==> config.mk <==
export PLATFORM = sky130hd
export DESIGN_NAME = tbe_cell
export DESIGN_NICKNAME = d
export VERILOG_FILES = /design/src/rtl/tbe_pkg.sv /design/src/rtl/tbe_cell.sv
export SDC_FILE = /design/constraint.sdc
export NUM_CORES = 1
export LEC_CHECK = 0
export ABC_AREA = 1
export BUFFER_PORTS_ARGS = -buffer_cell sky130_fd_sc_hd__buf_2
export CORE_MARGIN = 8
export CORE_UTILIZATION = 58
export DETAILED_ROUTE_END_ITERATION = 12
export PLACE_DENSITY = 0.92
export RECOVER_POWER = 50
export SETUP_SLACK_MARGIN = 0.1
export SLEW_MARGIN = 5
export SYNTH_ARGS = -nofsm -noshare
export SYNTH_HDL_FRONTEND = slang
export SYNTH_SLANG_ARGS = --single-unit
==> constraint.sdc <==
create_clock -name clk -period 2.59 [get_ports clk]
set_input_delay 0.259 -clock clk [delete_from_list [all_inputs] [get_ports clk]]
set_output_delay 0.259 -clock clk [all_outputs]
set_load 0.05 [all_outputs]
==> src/rtl/tbe_pkg.sv <==
// ----------------------------------------------------------------------------
// Toeplitz block extractor package
// Shared constants, codes, cell control type and the per-cell fold function.
// ----------------------------------------------------------------------------
package tbe_pkg;

  localparam int BLOCK_BYTES_DEF = 64;
  localparam int OUT_BITS_DEF    = 256;
  localparam int SEED_BYTES_DEF  = 96;

  // Request codes.
  localparam logic REQ_SEED = 1'b0;
  localparam logic REQ_DATA = 1'b1;

  // Result status codes.
  localparam logic STAT_OK     = 1'b0;
  localparam logic STAT_REJECT = 1'b1;

  localparam int OUT_INDEX_W = 5;

  typedef struct packed {
    logic start;  // current data byte drops the partial block first
    logic shift;  // absorb: every cell takes its neighbor's folded byte
    logic clear;  // zero the accumulator without shifting
  } tbe_cell_ctl_t;

  // Parity of one data byte against a 16-bit seed window for the eight rows
  // of one output byte. Bit 7 of the result is the lowest-numbered row.
  function automatic logic [7:0] tbe_fold(input logic [7:0] raw, input logic [15:0] win);
    logic [7:0] res;
    res = '0;
    for (int t = 0; t < 8; t++) begin
      res[7-t] = ^(raw & win[15-t -: 8]);
    end
    return res;
  endfunction

endpackage

==> src/rtl/tbe_cell.sv <==
// ----------------------------------------------------------------------------
// Toeplitz accumulator cell
// Holds one byte of parity rows and passes its folded value to the next cell.
// ----------------------------------------------------------------------------
module tbe_cell
  import tbe_pkg::*;
(
  input  logic          clk,
  input  logic          rst,
  input  tbe_cell_ctl_t ctl,
  input  logic [7:0]    raw_byte,
  input  logic [7:0]    seed_hi,
  input  logic [7:0]    seed_lo,
  input  logic [7:0]    shift_in,
  output logic [7:0]    fold_out
);

  logic [7:0] acc;
  logic [7:0] acc_eff;

  // A stream start means this byte sees an empty accumulator.
  assign acc_eff  = ctl.start ? 8'h00 : acc;
  assign fold_out = acc_eff ^ tbe_fold(raw_byte, {seed_hi, seed_lo});

  always_ff @(posedge clk) begin
    if (rst) begin
      acc <= 8'h00;
    end else begin
      priority if (ctl.shift) begin
        acc <= shift_in;
      end else if (ctl.clear) begin
        acc <= 8'h00;
      end
    end
  end

endmodule

## Word level (Yosys, flattened, before mapping)

Cells that the tools add are included.

| operators by class | value |
|---|---|
| $add $sub $neg | 0 |
| multipliers | 0 |
| divide/modulo/power cells | 0 |
| magnitude comparators | 0 |
| eq/ne operators | 0 |
| shifts and indexed selects | 0 |
| mux-type cells | 3 |
| bitwise gates (word level) | 9 |
| reductions and logical operators | 9 |

Operators with widths:

| operator | number |
|---|---|
| $and 8x8->8 | 8 |
| $reduce_xor 8->1 | 8 |
| $mux 8 | 3 |
| $xor 8x8->8 | 1 |
| $reduce_bool 2->1 | 1 |

| word-level totals | value |
|---|---|
| register bits | 8 |
| latch bits | 0 |
| memory bits (writable) | 0 |
| memory bits (read-only) | 0 |
| input bits | 37 |
| output and inout port bits | 8 |
| logic and storage cells | 22 |
| memories | 0 |

## Depth between registers and ports, before layout

| depth | value |
|---|---|
| word-level depth | 3 |
| gate-level depth with buffers | 12 |
| depth with buffers taken out | 11 |

## Worst setup path before layout

Ideal clock, no wire load.

| timing path | value |
|---|---|
| path type | input port to output port |
| from | input raw_byte[1] |
| to | output fold_out[6] |
| arrival time | 1.274 ns |
| required time | 2.331 ns |
| path slack | 1.057 ns |
| stages | 11 |
| buffers on the path | 1 |
| cell sequence | buf_2 nand2_1 nor2_1 inv_1 nand2_1 nand2_1 nand2_1 nand2_1 nand2_1 nand2_1 nand2_1 |

| on the way | value |
|---|---|
| cells in the longest elaborated chain, start to end | 3 |

RTL lines:

| item | line | RTL |
|---|---|---|
| start: declaration | tbe_cell.sv:11 | `input logic [7:0] raw_byte,` |
| $and 8x8->8 | tbe_pkg.sv:33 | `res[7-t] = ^(raw & win[15-t -: 8]);` |
| $reduce_xor 8->1 | tbe_pkg.sv:33 |  |
| $xor 8x8->8 | tbe_cell.sv:23 | `assign fold_out = acc_eff ^ tbe_fold(raw_byte, {seed_hi, seed_lo});` |
| end: declaration | tbe_cell.sv:15 | `output logic [7:0] fold_out` |

No other way between the ends.

## Final worst setup path

| timing path | value |
|---|---|
| from | input raw_byte[7] |
| to | output fold_out[0] |

The elaborated chain is that of the path after synthesis.

==> summary.md <==
| Metric | Value |
|---|---|
| YS warnings | 0 |
| Number of antenna diodes | 0 |
| CP peak stage delay | 0.25 ns |
| FF+latch count, synth | 8 |
| Max_cap viols | 0 |
| Post-CTS Hold Fix Bufs | 0 |
| DRC | 0 |
| Levels on crit path | 12 |
| DR WL/cell | between 9 and 10 um |
| Leak | 1.336 nW |
| CP cell instances | buf_2 > nand2_1 > inv_1 > nand2_1 > nand2_1 > nand2_1 > nand3b_1 > nand2_1 > nand2_1 > nand2_1 > inv_1 > buf_2 |
| Buf+Inv Stages, Crit Path | 4 |
| Initial DRC Count | about 100 |
| Unrepaired setup endpoints after global routing | no |
| Port buffer count | 43 |
| Placer Congestion | 0.8689 |
| Worst Path Required | 2.33 ns |
| Max IR drop VDD | 274.3 uV |
| Layout cells sized above 1 | 0.1122 |
| Effective utilization at floorplan | 0.5941 |
| CTS Buffer Depth | 2 |
| IO Pins | 45 |
| Status | completed |
| Fmax | about 600 MHz |
| Die H | 71.00 um |
| Syn_nets | 414 |
| Worst Path Max Fanout | 11 |
| CTS Buf Count | 3 |
| # setup viols final | 0 |
| Type of the worst setup path | input pin to output pin |
| Vias in the first global route | 1,980 |
| TritonRoute pass-1 iters | 4 |
| Cells after Synth | 377 |
| Worst r2r path cells | 2 |
| CTS H-tree lvls | 1 |
| Power Dens Cells | 339.3 nW/um2 |
| Largest Register | acc |
| Largest regs | acc x8 |
| Final Hold Violating Endpoints | 0 |
| Vias per std cell | 4.910 |
| Clock Latency Late Sink | ~0.25 ns |
| Worst min path class | input pin to register |
| Crit share post-route | 0.6488 |
| Die ar. | 5040 um2 |
| Clock-pin slew of the registers on the worst-case setup and hold paths | 0.05 ns |
| CP top delay family | buffers and inverters |
| Startpoint Class | input pin |
| Most common cell on crit path | nand2_1 |
| WL final | 4.299 mm |
| Area of the core | 2953 um2 |
| Post-CTS setup buffers | 0 |
| Hold WS | 0.2588 ns |
| CTS tree | done |
| Clock Skews | 0 ns |
| Register area share after synthesis | 0.09130 |
| Worst rel slew slack | 0.6893 |
| DP HPWL | approximately 3.6 mm |
| Routed Antenna Nets | 0 |
| CTS resizes | 0 |
| Worst-margin pin slew | 0.4643 ns |
| Min Tclk post-route | between 1.5 and 2 ns |
| Worst Hold Path Cells | 3 |
| Die span in x | approximately 71 um |
| Initial antenna violation count | 0 |
| Critical path arrival | 1.42 ns |
| Worst setup EP type | output pin |
| Max reg flops | 8 |
| Largest net degree at the start of global routing | 12 |
| Total gr overflow | 0 |
| Fin Setup TNS | 0 ns |
| Slew Limit Fails | 0 |
| GRT Total Usage | 0.1746 |
| Rows | 20 |
| DR vias | ~2,200 |
| Final #Nets | 449 |
| Average cell area after synthesis | 4.653 um2 |
| Clk root buf | clkbuf_4 |
| Mapped Area | 1754 um2 |
| Area Overhead vs Synth | 11.98% |
| Synth unique cells | 16 |
| Clock sink count | 8 |
| Crit-path slowest cell | buf_2 |
| First-pass GRT wire length | 7.583 mm |
[cell usage after synthesis, drive strengths merged]
cell type,count,area (um2)
nand3b,8,60.06
xnor2,13,113.9
nand4,3,18.77
a21oi,8,40.04
buf,12,63.80
clkbuf,1,3.750
xor2,12,105.1
nor2,3,11.26
nand3,14,70.07
clkinv,1,3.750
nand2,250,938.4
inv,44,165.2
dfxtp,8,160.2
[cell families after synthesis]
kind of cell | share of synthesized area
compound gates | 0.02283
xor+xnor | 0.1248
buf+inv | 0.1348
flops | 0.09130
simple gates | 0.6263
[tightest hold or removal path, stage by stage]
cell and delay (ns):
buf_2 0.10, nand2_1 0.05, a21oi_1 0.05
[per-stage QoR]
stage	power, mW	instances	utilization	worst slack [ns]	instance area (um2)
after floorplan	0.4814	377	-	1.057	1754
after global placement	0.5612	440	0.6581	0.9702	1943
after detailed placement	0.5740	440	0.6581	0.9212	1943
after CTS	0.6706	443	0.6657	0.9181	1966
after global routing	0.7356	443	0.6653	0.7285	1964
final	0.6666	443	0.6653	0.9096	1964
[path summary, 6_finish.rpt]
path / start / end / slack (ns)
worst max register to register: acc[3]$_SDFFE_PP0P_ / acc[3]$_SDFFE_PP0P_ / 1.99
worst max-delay path: raw_byte[7] / fold_out[0] / 0.91
worst min-delay path: shift_in[7] / acc[7]$_SDFFE_PP0P_ / 0.26
worst min register to register: acc[6]$_SDFFE_PP0P_ / acc[6]$_SDFFE_PP0P_ / 0.46
[where the power goes]
group	leakage [nW]	switching [mW]	internal, mW
clock	0.0138	0.0417	0.0530
sequential	0.0658	0.00267	0.129
combinational	1.26	0.301	0.139
[placed cells by master, fill, tap and decap left out]
| cell | instances |
|---|---|
| buf_2 | 42 |
| nand4_1 | 3 |
| inv_2 | 1 |
| xnor2_1 | 13 |
| nand3_1 | 14 |
| a21oi_1 | 8 |
| clkbuf_4 | 3 |
| nand2_1 | 250 |
| xor2_1 | 12 |
| dfxtp_1 | 8 |
| clkbuf_1 | 1 |
| clkinv_1 | 1 |
| nand3b_1 | 8 |
| inv_1 | 43 |
| nor2_1 | 3 |
[final cells by class]
class,count,area (um2)
inverters,45,168.9
multi-input cells,311,1358
clock buffers,3,22.52
fillers,288,988.4
flip-flops and latches,8,160.2
repair buffers,43,214.0
well taps,33,41.29
[routing by layer]
| layer | global-route usage | part of all wire | wire length, um |
|---|---|---|---|
| met5 | 0 | 0 | 0 |
| met4 | 0.07159 | 0.011 | 48 |
| met3 | 0.02119 | 0.056 | 241 |
| met2 | 0.3223 | 0.49 | 2092 |
| met1 | 0.1953 | 0.45 | 1917 |
Power figures use the tool's default switching activity.
