[config.mk]
export PLATFORM = sky130hd
export DESIGN_NAME = tbe_seed
export DESIGN_NICKNAME = d
export VERILOG_FILES = /design/src/rtl/tbe_pkg.sv /design/src/rtl/tbe_seed.sv
export SDC_FILE = /design/constraint.sdc
export NUM_CORES = 1
export LEC_CHECK = 0
export BUFFER_PORTS_ARGS = -buffer_cell sky130_fd_sc_hd__buf_2
export CORE_AREA = 8 8 298 300
export DETAILED_ROUTE_END_ITERATION = 8
export DIE_AREA = 0 0 306 308
export SYNTH_ARGS = -nofsm -noshare
export SYNTH_HDL_FRONTEND = slang
export SYNTH_SLANG_ARGS = --single-unit
[constraint.sdc]
create_clock -name clk -period 4 [get_ports clk]
set_clock_uncertainty 0.15 [all_clocks]
set_input_delay 0.6 -clock clk [delete_from_list [all_inputs] [get_ports clk]]
set_output_delay 0.6 -clock clk [all_outputs]
set_load 0.01 [all_outputs]
[src/rtl/tbe_pkg.sv]
// ----------------------------------------------------------------------------
// Toeplitz block extractor package
// Shared constants, codes, cell control type and the per-cell fold function.
// ----------------------------------------------------------------------------
package tbe_pkg;

  localparam int BLOCK_BYTES_DEF = 64;
  localparam int OUT_BITS_DEF    = 256;
  localparam int SEED_BYTES_DEF  = 96;

  // Request codes.
  localparam logic REQ_SEED = 1'b0;
  localparam logic REQ_DATA = 1'b1;

  // Result status codes.
  localparam logic STAT_OK     = 1'b0;
  localparam logic STAT_REJECT = 1'b1;

  localparam int OUT_INDEX_W = 5;

  typedef struct packed {
    logic start;  // current data byte drops the partial block first
    logic shift;  // absorb: every cell takes its neighbor's folded byte
    logic clear;  // zero the accumulator without shifting
  } tbe_cell_ctl_t;

  // Parity of one data byte against a 16-bit seed window for the eight rows
  // of one output byte. Bit 7 of the result is the lowest-numbered row.
  function automatic logic [7:0] tbe_fold(input logic [7:0] raw, input logic [15:0] win);
    logic [7:0] res;
    res = '0;
    for (int t = 0; t < 8; t++) begin
      res[7-t] = ^(raw & win[15-t -: 8]);
    end
    return res;
  endfunction

endpackage

[src/rtl/tbe_seed.sv]
// ----------------------------------------------------------------------------
// Toeplitz seed store
// Seed byte registers with per-byte written flags and a count of bytes loaded.
// ----------------------------------------------------------------------------
module tbe_seed
  import tbe_pkg::*;
#(
  parameter int SEED_BYTES = SEED_BYTES_DEF
) (
  input  logic       clk,
  input  logic       rst,
  input  logic       wr_en,
  input  logic [6:0] wr_addr,
  input  logic [7:0] wr_data,
  output logic [7:0] seed [SEED_BYTES],
  output logic       full
);

  localparam int SA_W  = $clog2(SEED_BYTES);
  localparam int CNT_W = $clog2(SEED_BYTES + 1);

  logic [SEED_BYTES-1:0] written;
  logic [CNT_W-1:0]      count;
  logic                  in_range;
  logic [SA_W-1:0]       addr;

  assign in_range = 8'(wr_addr) < 8'(SEED_BYTES);
  assign addr     = SA_W'(wr_addr);
  assign full     = count == CNT_W'(SEED_BYTES);

  always_ff @(posedge clk) begin
    if (wr_en && in_range) begin
      seed[addr] <= wr_data;
    end
  end

  always_ff @(posedge clk) begin
    if (rst) begin
      written <= '0;
      count   <= '0;
    end else if (wr_en && in_range && !written[addr]) begin
      written[addr] <= 1'b1;
      count         <= count + CNT_W'(1);
    end
  end

endmodule

Yosys cells after proc, flatten, opt, wreduce, memory -nomap -nowiden
Cells that the tools add are included.
- input port bits: 18
- register bits after elaboration: 871
- multiplexer cells: 7
- reductions and logical operators: 5
- $add $sub $neg: 1
- equality and inequality tests: 1
- $lt $le $gt $ge: 5
- bitwise logic cells: 2
- operators with widths (kind ; count):
    $bwmux 768 ; 1
    $or 96x96->96 ; 1
    $demux 8 s7 ; 1
    $ge 8x8->1 const B ; 1
    $lt 7x8->1 const B ; 1
    $lt 8x1->1 const B ; 1
    $mux 8 ; 1
    $not 7->8 ; 1
    $add 7x1->7 const B ; 1
    $bmux 1 s7 ; 1
    $demux 1 s7 ; 1
    $eq 7x7->1 const B ; 1
    $ge 7x1->1 const B ; 1
    $lt 7x7->1 const B ; 1
    $logic_and 1x1->1 ; 4
    $mux 1 ; 2
    $logic_not 1->1 ; 1

Longest topological paths before layout
- depth in word-level cells: 6
- gate-level depth with buffers: 12
- mapped depth without buffers: 7

Worst setup path before layout
No wires, ideal clock.
- path kind: input -> register
- from: input wr_addr[1]
- to: register count[2]
- slack: 0.922 ns
- path buffers: 3
- library setup time: 0.121 ns
- arrival: 2.808 ns
- stages on the path: 10
- cell sequence: buf_2 buf_2 mux4_2 nor2b_1 a221oi_1 nor2_1 or4_1 buf_2 nor3b_1 mux2_2
- word-level cells in the longest chain between the ends: 4
- elaborated cells on any way between the ends: 6
- those cells by class: order compare (1); mux (2); reduce/logical (3)
- ends and longest elaborated chain (item ; line ; text):
    from (decl) ; tbe_seed.sv:13 ; input logic [6:0] wr_addr,
    $bmux 1 s7 ; tbe_seed.sv:41 ; end else if (wr_en && in_range && !written[addr]) begin
    $mux 1 (implied by the code) ; tbe_seed.sv:41 ;
    $logic_not 1->1 ; tbe_seed.sv:41 ;
    $logic_and 1x1->1 (*) ; tbe_seed.sv:41 ;
    to (signal assigned) ; tbe_seed.sv:43 ; count <= count + CNT_W'(1);
    to (decl) ; tbe_seed.sv:23 ; logic [CNT_W-1:0] count;
Every way passes the cells marked *; elsewhere a longest branch is shown, timed or not. The select of a mux whose other input is x is not followed.
A chain may end at the register's enable or synchronous reset.

Final worst setup path
- from: input wr_addr[0]
- to: register count[5]
The elaborated chain is that of the path after synthesis.

==> summary.txt <==
Synthesis
  • Number of synthesized flops with an enable pin: 768
  • Compound-Gate Fraction of Synth Area: 2.68%
  • Main combinational cell family by area after synthesis: simple AND/OR/NAND/NOR gates
  • Post-synth top flop: edfxtp_1
  • Post-synth ARST share: 0%
  • Adder-Cell Fraction of Synth Area: 0.0885%
  • Gate Count Post-Synth: 1432
  • Register bit total from synthesis: 871
  • Mux cell area share after synthesis: 2.03%
  • Sequential fraction of the synthesis area: 88.9%
  • Yosys warns: 0
  • Avg Synthesized Cell Area: 19.7 sq um
  • Syn_nets: 1452
  • Synthesized cell area: 0.0283 sq mm
  • Simple-gate area share of the yosys netlist: 4.60%
  • Post-synth cell types: 47
  • Post-synthesis xor/xnor area fraction: 0%

Pwr
  • Clock Power Share: 45.4%
  • Power per cell area: 510 mW/mm^2
  • Sw power: 3850 uW
  • Leak Pwr: 0.0135 uW
  • Peak VDD IR: 0.348 mV
  • Sequential Power Share: 52.4%
  • Sw Ratio: 20.3%
  • Logic pwr share: 2.3%
  • Pint: 15100 uW

Die
  • Rows: 107
  • Core Area: 0.0842 sq mm
  • I/O pins: 787
  • Die height: 308 um
  • Die width: 306 um
  • Die ar.: 0.0942 sq mm
  • Starting Density: 33.6%

Global routing
  • Total gr overflow: 0
  • GRT Overall Usage: 17.6%
  • First-pass GRT wire length: 123000 um
  • Vias in the first global route: 17200
  • Largest net degree at the start of global routing: 106
  • Initial antenna violation count: 6

Clock tree
  • CTS tree: built
  • Clock transition at the registers of the reported paths: 0.06 ns
  • CTS Buf Count: 90
  • CTS Sinks: 871
  • H-tree levels: 3
  • Resize count post-CTS: 0
  • Clk buf depth: 3
  • Clock root buffer: clkbuf_16
  • Number of buffers added for setup after CTS: 0
  • Clk_lat worst skew: 0.65 ns
  • Post-cts hold buffer count: 0

Min path
  • Hold Crit Class: primary input to register
  • Worst hold start: wr_en

Setup path
  • CP Max Fanout: 39
  • Worst setup path start: wr_addr[0]
  • Startpoint Class: primary input
  • Worst path slowest cell: nor4_1
  • Worst setup EP type: register
  • Reg-to-reg slack, setup: 1.20 ns
  • Top cell by count, worst path: mux2_2
  • Worst reg2reg path startpoint: written[0]
  • CP Class: primary input to register
  • Worst EP required: 4.39 ns
  • Crit path cell chain: buf_2, buf_12, mux2_2, a221oi_1, a32o_1, o21ai_0, and2_1, nor4_1, mux2_2
  • Family with the most delay on the worst path: multiplexers
  • Crit-path max cell delay: 0.38 ns
  • Arrival @ worst endpoint: 3.32 ns
  • CP bufs+invs: 2

Place
  • HPWL after DPL: 60600 um
  • Post-DP Area: 0.0341 sq mm
  • PortBufs: 786
  • Dpl cells: 3334
  • Routability cong.: 0.818

Route
  • Routed vias/inst: 4.76
  • Post-DRT Antenna Nets: 0
  • Routed WL: 88100 um
  • Initial DRC Count: 1148
  • WL/cell: 25.2 um
  • # DRC: 0
  • DRT Pass-1 Iters: 5
  • Via count: 16700

STA
  • Slew Viols, Final: 0
  • Crit path time final: 2.93 ns
  • Relative slew slack: 30.0%
  • Worst-Margin Slew: 1.05 ns
  • Hold Vio Cnt, Final: 0
  • Min Hold Slack: 0.268 ns
  • Setup_tns: 0 ns
  • Period utilisation layout: 73.3%
  • Finish-stage setup viols: 0
  • RSZ-0062 raised after global routing: false
  • Fmax: 341 MHz

Final layout
  • Most frequent cells in the layout: buf_2, edfxtp_1, nor2_1
  • Total Nets Final: 2356
  • Commonest non-fill, non-tap cell in the layout: buf_2
  • Final instance area: 0.0372 sq mm
  • Final instance count without filler cells: 3501
  • Fillers: 7353
  • Final core occ: 44.1%
  • Layout cells sized above 1: 42.8%
  • Layout area overhead: 31.4%

Outcome
  • Status: finished, final reports clean

Job
  • Max-Cap Viols: 0
sequential cells by signal (all words and copies together) (netlist names):
| register | flops |
|---|---|
| count | 7 |
| written | 96 |
| seed | 768 |
cell usage after synthesis, types with 2 or more instances:
library cell	number	area (sq um)
o32ai_1	2	17.5
o21ai_0	5	25.0
a21o_1	2	15.0
o22ai_1	38	238
a22oi_1	4	30.0
nand4_1	5	31.3
nand3_1	19	95.1
mux4_1	5	131
mux4_2	9	203
nor3_1	7	35.0
dfxtp_1	103	2060
inv_1	73	274
a31oi_1	7	43.8
and3_1	2	12.5
or2_2	4	25.0
mux2i_1	9	90.1
or3_1	44	275
mux2_2	12	135
and2_1	2	12.5
ha_1	2	25.0
buf_2	7	35.0
a32o_1	2	20.0
nor2b_1	14	87.6
o31ai_1	4	30.0
a221oi_1	2	17.5
a21oi_1	49	245
nand2_1	27	101
edfxtp_1	768	23100
clkbuf_1	40	150
nor2_1	137	514
nand2b_1	9	56.3
a22o_1	4	35.0
cells by family after synthesis:
| group | count (synthesis) |
|---|---|
| fa+ha+maj | 2 |
| compound gates | 123 |
| simple gates | 277 |
| buf+inv | 123 |
| flops | 871 |
| mux | 36 |
worst min-delay path, delay by kind of cell:
kind	cells	cell delay, ns
buffers and inverters	1	0.19
AO/OA/AOI/OAI	1	0.07
AND/OR/NAND/NOR	1	0.13
power by group through the flow:
stage | clock network (uW) | registers, uW | logic [uW]
after global placement | 0 | 10100 | 435
after detailed placement | 0 | 10100 | 440
after floorplan | 0 | 10100 | 117
after global routing | 9100 | 9920 | 459
after CTS | 8760 | 9920 | 440
final | 8590 | 9920 | 427
through the flow:
step	total power (uW)	setup slack, ns
6_report	18900	1.07
5_1_grt	19500	0.953
3_5_place_dp	10600	0.397
3_3_place_gp	10500	0.435
4_1_cts	19100	1.12
2_1_floorplan	10200	0.922
area by class of cell:
type / count / area, sq um / share of cell area, %
flip-flops and latches: 871 / 25100 / 67.6
clock buffers: 112 / 2480 / 6.67
inverters: 73 / 274 / 0.737
clock inverters: 53 / 609 / 1.64
repair buffers: 862 / 4640 / 12.5
multi-input cells: 438 / 2660 / 7.17
diodes: 2 / 5.00 / 0.0135
well taps: 1090 / 1360 / 3.67
layer usage:
layer | routed length (um) | track usage, % | up-vias
met5 | 37 | 0 | -
li1 | - | - | 7234
met4 | 2990 | 7.04 | 6
met2 | 44900 | 30.9 | 766
met3 | 6820 | 4.68 | 162
met1 | 33300 | 20.4 | 8489
final timing paths:
path / endpoint / cells past startpoint
worst max-delay path: count[5] / 9
worst min-delay path: written[72] / 3
worst max register to register: count[2] / 7
worst min register to register: written[24] / 2
Power figures use the tool's default switching activity.
