--- src/rtl/tbe_pkg.sv ---
// ----------------------------------------------------------------------------
// Toeplitz block extractor package
// Shared constants, codes, cell control type and the per-cell fold function.
// ----------------------------------------------------------------------------
package tbe_pkg;

  localparam int BLOCK_BYTES_DEF = 64;
  localparam int OUT_BITS_DEF    = 256;
  localparam int SEED_BYTES_DEF  = 96;

  // Request codes.
  localparam logic REQ_SEED = 1'b0;
  localparam logic REQ_DATA = 1'b1;

  // Result status codes.
  localparam logic STAT_OK     = 1'b0;
  localparam logic STAT_REJECT = 1'b1;

  localparam int OUT_INDEX_W = 5;

  typedef struct packed {
    logic start;  // current data byte drops the partial block first
    logic shift;  // absorb: every cell takes its neighbor's folded byte
    logic clear;  // zero the accumulator without shifting
  } tbe_cell_ctl_t;

  // Parity of one data byte against a 16-bit seed window for the eight rows
  // of one output byte. Bit 7 of the result is the lowest-numbered row.
  function automatic logic [7:0] tbe_fold(input logic [7:0] raw, input logic [15:0] win);
    logic [7:0] res;
    res = '0;
    for (int t = 0; t < 8; t++) begin
      res[7-t] = ^(raw & win[15-t -: 8]);
    end
    return res;
  endfunction

endpackage

--- src/rtl/tbe_obuf.sv ---
// ----------------------------------------------------------------------------
// Toeplitz result buffer
// Holds one block's result bytes, or one reject, and drains one per transfer.
// ----------------------------------------------------------------------------
module tbe_obuf
  import tbe_pkg::*;
#(
  parameter int OUT_BYTES = OUT_BITS_DEF / 8
) (
  input  logic                   clk,
  input  logic                   rst,
  input  logic                   load_blk,
  input  logic [7:0]             blk_bytes [OUT_BYTES],
  input  logic                   load_rej,
  input  logic                   out_ready,
  output logic                   out_valid,
  output logic [7:0]             out_byte,
  output logic [OUT_INDEX_W-1:0] out_index,
  output logic                   last,
  output logic                   status,
  output logic                   free
);

  localparam int CNT_W  = $clog2(OUT_BYTES + 1);
  localparam int OIDX_W = (OUT_BYTES > 1) ? $clog2(OUT_BYTES) : 1;

  logic [7:0]        buf_q [OUT_BYTES];
  logic [CNT_W-1:0]  cnt;
  logic [OIDX_W-1:0] oidx;
  logic              stat;
  logic              xfer;

  assign out_valid = cnt != '0;
  assign xfer      = out_valid && out_ready;
  assign free      = (cnt == '0) || ((cnt == CNT_W'(1)) && out_ready);
  assign out_byte  = buf_q[0];
  assign out_index = OUT_INDEX_W'(oidx);
  assign status    = stat;
  assign last      = (cnt == CNT_W'(1)) && (stat == STAT_OK);

  always_ff @(posedge clk) begin
    if (load_blk) begin
      buf_q <= blk_bytes;
    end else if (load_rej) begin
      buf_q[0] <= 8'h00;
    end else if (xfer) begin
      for (int j = 0; j < OUT_BYTES - 1; j++) begin
        buf_q[j] <= buf_q[j+1];
      end
    end
  end

  always_ff @(posedge clk) begin
    if (rst) begin
      cnt  <= '0;
      oidx <= '0;
      stat <= STAT_OK;
    end else begin
      priority if (load_blk) begin
        cnt  <= CNT_W'(OUT_BYTES);
        oidx <= '0;
        stat <= STAT_OK;
      end else if (load_rej) begin
        cnt  <= CNT_W'(1);
        oidx <= '0;
        stat <= STAT_REJECT;
      end else if (xfer) begin
        cnt  <= cnt - CNT_W'(1);
        oidx <= oidx + OIDX_W'(1);
      end
    end
  end

endmodule

--- config.mk ---
export PLATFORM = sky130hd
export DESIGN_NAME = tbe_obuf
export DESIGN_NICKNAME = d
export VERILOG_FILES = /design/src/rtl/tbe_pkg.sv /design/src/rtl/tbe_obuf.sv
export SDC_FILE = /design/constraint.sdc
export NUM_CORES = 1
export LEC_CHECK = 0
export ABC_AREA = 1
export BUFFER_PORTS_ARGS = -buffer_cell sky130_fd_sc_hd__buf_2
export CORE_MARGIN = 2
export CORE_UTILIZATION = 25
export CTS_CLUSTER_SIZE = 10
export DETAILED_ROUTE_END_ITERATION = 12
export PLACE_DENSITY = 0.5
export SYNTH_ARGS = -nofsm -noshare
export SYNTH_HDL_FRONTEND = slang
export SYNTH_SLANG_ARGS = --single-unit
--- constraint.sdc ---
create_clock -name clk -period 7.2 [get_ports clk]
set_input_delay 1.44 -clock clk [delete_from_list [all_inputs] [get_ports clk]]
set_output_delay 1.44 -clock clk [all_outputs]
set_load 0.03 [all_outputs]
# After elaboration in Yosys (flattened, before gate mapping)
# Cells that the tools add are included.
# op_classes
n_lt_le_gt_ge	0
eq_ne	2
n_bitwise	1
add_sub_neg	2
shifts	0
reduce_logical	12
n_mux	7
n_div	0
multipliers	0
# ops
op	count
$mux W248	2
$mux W240	1
$mux W6	3
$mux W8	1
$eq A6 B1 Y1 const B	1
$logic_not A6 Y1	1
$reduce_bool A6 Y1	1
$sub A6 B1 Y6 const B	1
$add A5 B1 Y5 const B	1
$reduce_bool A2 Y1	2
$logic_and A1 B1 Y1	3
$reduce_bool A3 Y1	1
$reduce_or A3 Y1	1
$ne A2 B2 Y1 const B	1
$reduce_and A2 Y1	1
$reduce_or A2 Y1	1
$logic_or A1 B1 Y1	1
$not A1 Y1	1
# word_totals
mem_bits_rw	0
regBits	268
wordCells	61
mem_bits_ro	0
input_bits	261
latch_bits	0
n_memories	0

# Logic depth before layout (Yosys ltp)
# depth
ltp_word	5
mapped_depth	8

# Least setup slack after synthesis
# Ideal clock, no wire load.
# synth_path
path_type	input -> register
startpoint	in load_blk
endpoint	reg buf_q[100] (netlist bit), enable pin
arrival_time_ps	5756
setup_ps	1870
n_path_buf	2
path_stages	4
required_ps	5330
setup_slack_ps	-426
path_cell_list	buf_2 inv_2 buf_2 nand2_1
# synth_via
elab_chain_cells	2
word_cells_on_any_way	3
classes_between	eq/ne: 1; reduce/logical: 2
# synth_rtl
item	line	text
from (decl)	tbe_obuf.sv:12	input logic load_blk,
$ne A2 B2 Y1 (no line) / $reduce_bool A2 Y1 (equally long branches)	-	
$reduce_and A2 Y1 (no line) (*)	-	
to (signal assigned)	tbe_obuf.sv:43	buf_q <= blk_bytes;
to (signal, indexed assignment)	tbe_obuf.sv:48	buf_q[j] <= buf_q[j+1];
to (decl)	tbe_obuf.sv:27	logic [7:0] buf_q [OUT_BYTES];
# Every way passes the cells marked *; elsewhere a longest branch is shown, timed or not.
# A chain may end at the register's enable or synchronous reset.

# Worst setup path in the final report
# layout_path
startpoint	in load_blk
endpoint	reg buf_q[54] (netlist bit), enable pin
# The elaborated chain is that of the path after synthesis.

==> results.py <==
metrics = {
    "power": {
        "clkPwrFrac_pct": 39.5,
        "swShare_pct": 24.08,
        "combPwrFrac_pct": 9.3,
        "ir_worst_vdd_mv": 0.1571,
        "internal-power_w": 0.002871,
        "total_leakage_power_nw": 6.573,
        "finalPower_w": 0.003781,
        "pwr-share-seq_pct": 51.2,
        "p_switching_w": 0.0009105,
        "powerDensity_nw_per_um2": 265.1,
    },
    "routing": {
        "drt_pre_antenna_iters": 5,
        "postRouteAntennaNets": 0,
        "drc_errors": 0,
        "via_count": 8304,
        "drt-total-wl_um": 29710,
        "wl_per_cell_um": 14.83,
        "drtIter0Drc": 747,
        "via_per_inst": 4.146,
    },
    "setup_path": {
        "path_cells": "clkbuf_8, inv_8, nand2_8, buf_12",
        "end_kind": "flop",
        "cp.arrival_ns": 3.75,
        "critical_path.top_delay_family": "buffers and inverters",
        "cpPeakStageDelay_ns": 0.66,
        "critPathLaunchType": "primary input",
        "timing.critical_path.slowest_stage_cell": "nand2_8",
        "critPathKind": "primary input to flop",
        "cp.required_ns": 7.43,
        "reg2reg_slack_ns": 4.41,
        "critical_path_buf_inv_count": 3,
        "path_max_fanout": 138,
    },
    "clock_network": {
        "cts_tree": "built",
        "htree_levels": 2,
        "clk_latency_ns": 0.53,
        "root_buffer": "clkbuf_16",
        "cts.sinks": 268,
        "ctsHoldBuffers": 0,
        "post_cts_buffers": 0,
        "cts_made_buffers": 34,
        "clockBufferDepth": 3,
        "cts_resized": 0,
        "clkTransAtPathRegs_ns": 0.06,
    },
    "die": {
        "dieArea_um2": 47470,
        "rows": 78,
        "die_h_um": 217.9,
        "initial_utilization_pct": 25.25,
        "ioPinCount": 278,
        "dieWidth_um": 217.9,
        "placeableCoreArea_um2": 45280,
    },
    "grt": {
        "grt_usage_pct": 12.30,
        "grt_max_degree": 139,
        "grt.overflow.total": 0,
        "grt_pass1_vias": 8127,
        "grt_pass1_wl_um": 44570,
        "antenna_found_initial": 3,
    },
    "sta": {
        "finalMaxSlewViolations": 0,
        "setup_viol": 0,
        "fin_skew_ns": 0.01887,
        "worst_pin_slew_ns": 1.169,
        "grt_setup_unrepaired": "false",
        "fin_crit_sh_pct": 48.86,
        "fmax_mhz": 284.2,
        "slew_headroom_pct": 21.75,
        "hold_viol_final": 0,
        "finalSetupTns_ns": 0,
        "period_needed_ns": 3.518,
    },
    "logic_synthesis": {
        "postSynthCellCount": 1138,
        "ys_seq_elements": 268,
        "yosysTopAreaCell": "edfxtp_1",
        "yosysSeqAreaShare_pct": 69.32,
        "synthesis.area_um2": 11440,
        "synth_nets": 1403,
        "synth_warnings": 0,
        "ys_types": 26,
        "avgSynthCellArea_um2": 10.05,
        "synth.area.top_cells": "edfxtp_1 67%, nand2_1 24%, dfxtp_1 2.1%",
        "synth_top_cell_area_share_pct": 67.22,
    },
    "final_layout": {
        "nFillCells": 4734,
        "fin_util_pct": 31.50,
        "area_delta_synth_final_pct": 24.72,
        "layout_common_cells": "743 x nand2_1, 276 x buf_2, 256 x edfxtp_1, 34 x clkbuf_16, 12 x dfxtp_1",
        "final_common_cell": "nand2_1",
        "drive_gt1_share_pct": 23.59,
        "diodes": 0,
        "fin_nets": 1657,
    },
    "hold_path": {
        "hp-class": "flop to flop",
    },
    "place": {
        "port_buffers": 277,
        "gp_congestion": 0.7920,
        "hpwlAfterDp_um": 19880,
    },
    "run": {
        "drv_cap": 0,
    },
    "outcome": {
        "status": "complete, no violations",
    },
}
-- area by class of cell --
class	instances	area (µm²)	share of cell area, %
Multi-Input combinational cell	796	3164	22.19
Inverter	10	45.04	0.3158
Timing Repair Buffer	282	1445	10.13
Tap cell	600	750.7	5.264
Clock buffer	38	865.8	6.071
Sequential cell	268	7928	55.58
Clock inverter	9	63.81	0.4474
-- flip-flops by register name, indices dropped and copies added (netlist names) --
name and cells:
buf_q 248, out_byte 8, cnt 6, out_index 5
status 1
-- power groups by stage --
stage          logic (W)  registers [W]  clock network [W]
2_1_floorplan   0.000214        0.00196                  0
3_3_place_gp    0.000355        0.00197                  0
3_5_place_dp    0.000359        0.00197                  0
4_1_cts         0.000360        0.00194            0.00155
5_1_grt         0.000402        0.00195            0.00161
6_report        0.000352        0.00193            0.00149
-- worst register-to-register path, cell delays in order, from the launching register on --
cell      delay, ns
dfxtp_1        0.36
inv_1          0.12
ha_1           0.23
nand3_2        0.12
nand3b_1       0.19
nand2_8        0.71
buf_4          0.69
-- cells in the mapped netlist --
| cell type | instances |
|---|---|
| clkbuf_1 | 19 |
| a21oi_1 | 10 |
| a21oi_2 | 1 |
| ha_1 | 4 |
| nor2_2 | 2 |
| a22o_1 | 8 |
| o21ai_0 | 2 |
| buf_6 | 1 |
| nor2_1 | 7 |
| or2_1 | 1 |
| inv_1 | 8 |
| buf_4 | 8 |
| nand2_1 | 744 |
| nand3b_1 | 2 |
| dfxtp_1 | 12 |
| inv_2 | 2 |
| buf_2 | 36 |
| nand3_1 | 5 |
| nand2_4 | 1 |
| nor3_1 | 1 |
| xnor2_1 | 3 |
| nand3_2 | 2 |
| edfxtp_1 | 256 |
| nand4_1 | 1 |
| nor3b_1 | 1 |
| o21ai_1 | 1 |
-- routing by layer --
| layer | up-vias | GRT usage (%) | routed length [µm] |
|---|---|---|---|
| li1 | 4179 | - | - |
| met3 | 43 | 3.905 | 2418 |
| met2 | 297 | 18.43 | 12760 |
| met5 | - | 0 | 29 |
| met4 | 6 | 3.492 | 551 |
| met1 | 3779 | 17.00 | 13950 |
-- per-stage QoR --
stage	hold WS [ns]	setup WS, ns	cell area [µm²]	std cells
after floorplan	0.4874	2.050	11440	1138
after detailed placement	0.4818	3.174	13330	1956
after global placement	0.4785	3.182	13330	1956
after CTS	0.4905	3.746	14260	2003
after global routing	0.5176	3.516	14260	2003
final	0.4897	3.682	14260	2003
-- path summary, 6_finish.rpt --
check / from / endpoint / cells past startpoint
max: load_blk / buf_q[54] / 4
min: out_index[4] / out_index[4] / 2
max reg2reg: cnt[0] / buf_q[39] / 6
min reg2reg: out_index[4] / out_index[4] / 2
-- kinds of logic (layout without fill, tap and decap cells) --
logic type	after synthesis	after routing	share of synthesized area (%)
AO/OA/AOI/OAI	22	22	1.258
XOR/XNOR	3	3	0.2298
adder cells (fa/ha/maj)	4	4	0.4377
buffers and inverters	74	339	3.151
flip-flops	268	268	69.32
AND/OR/NAND/NOR	767	767	25.60
(Power assumes the default switching activity.)
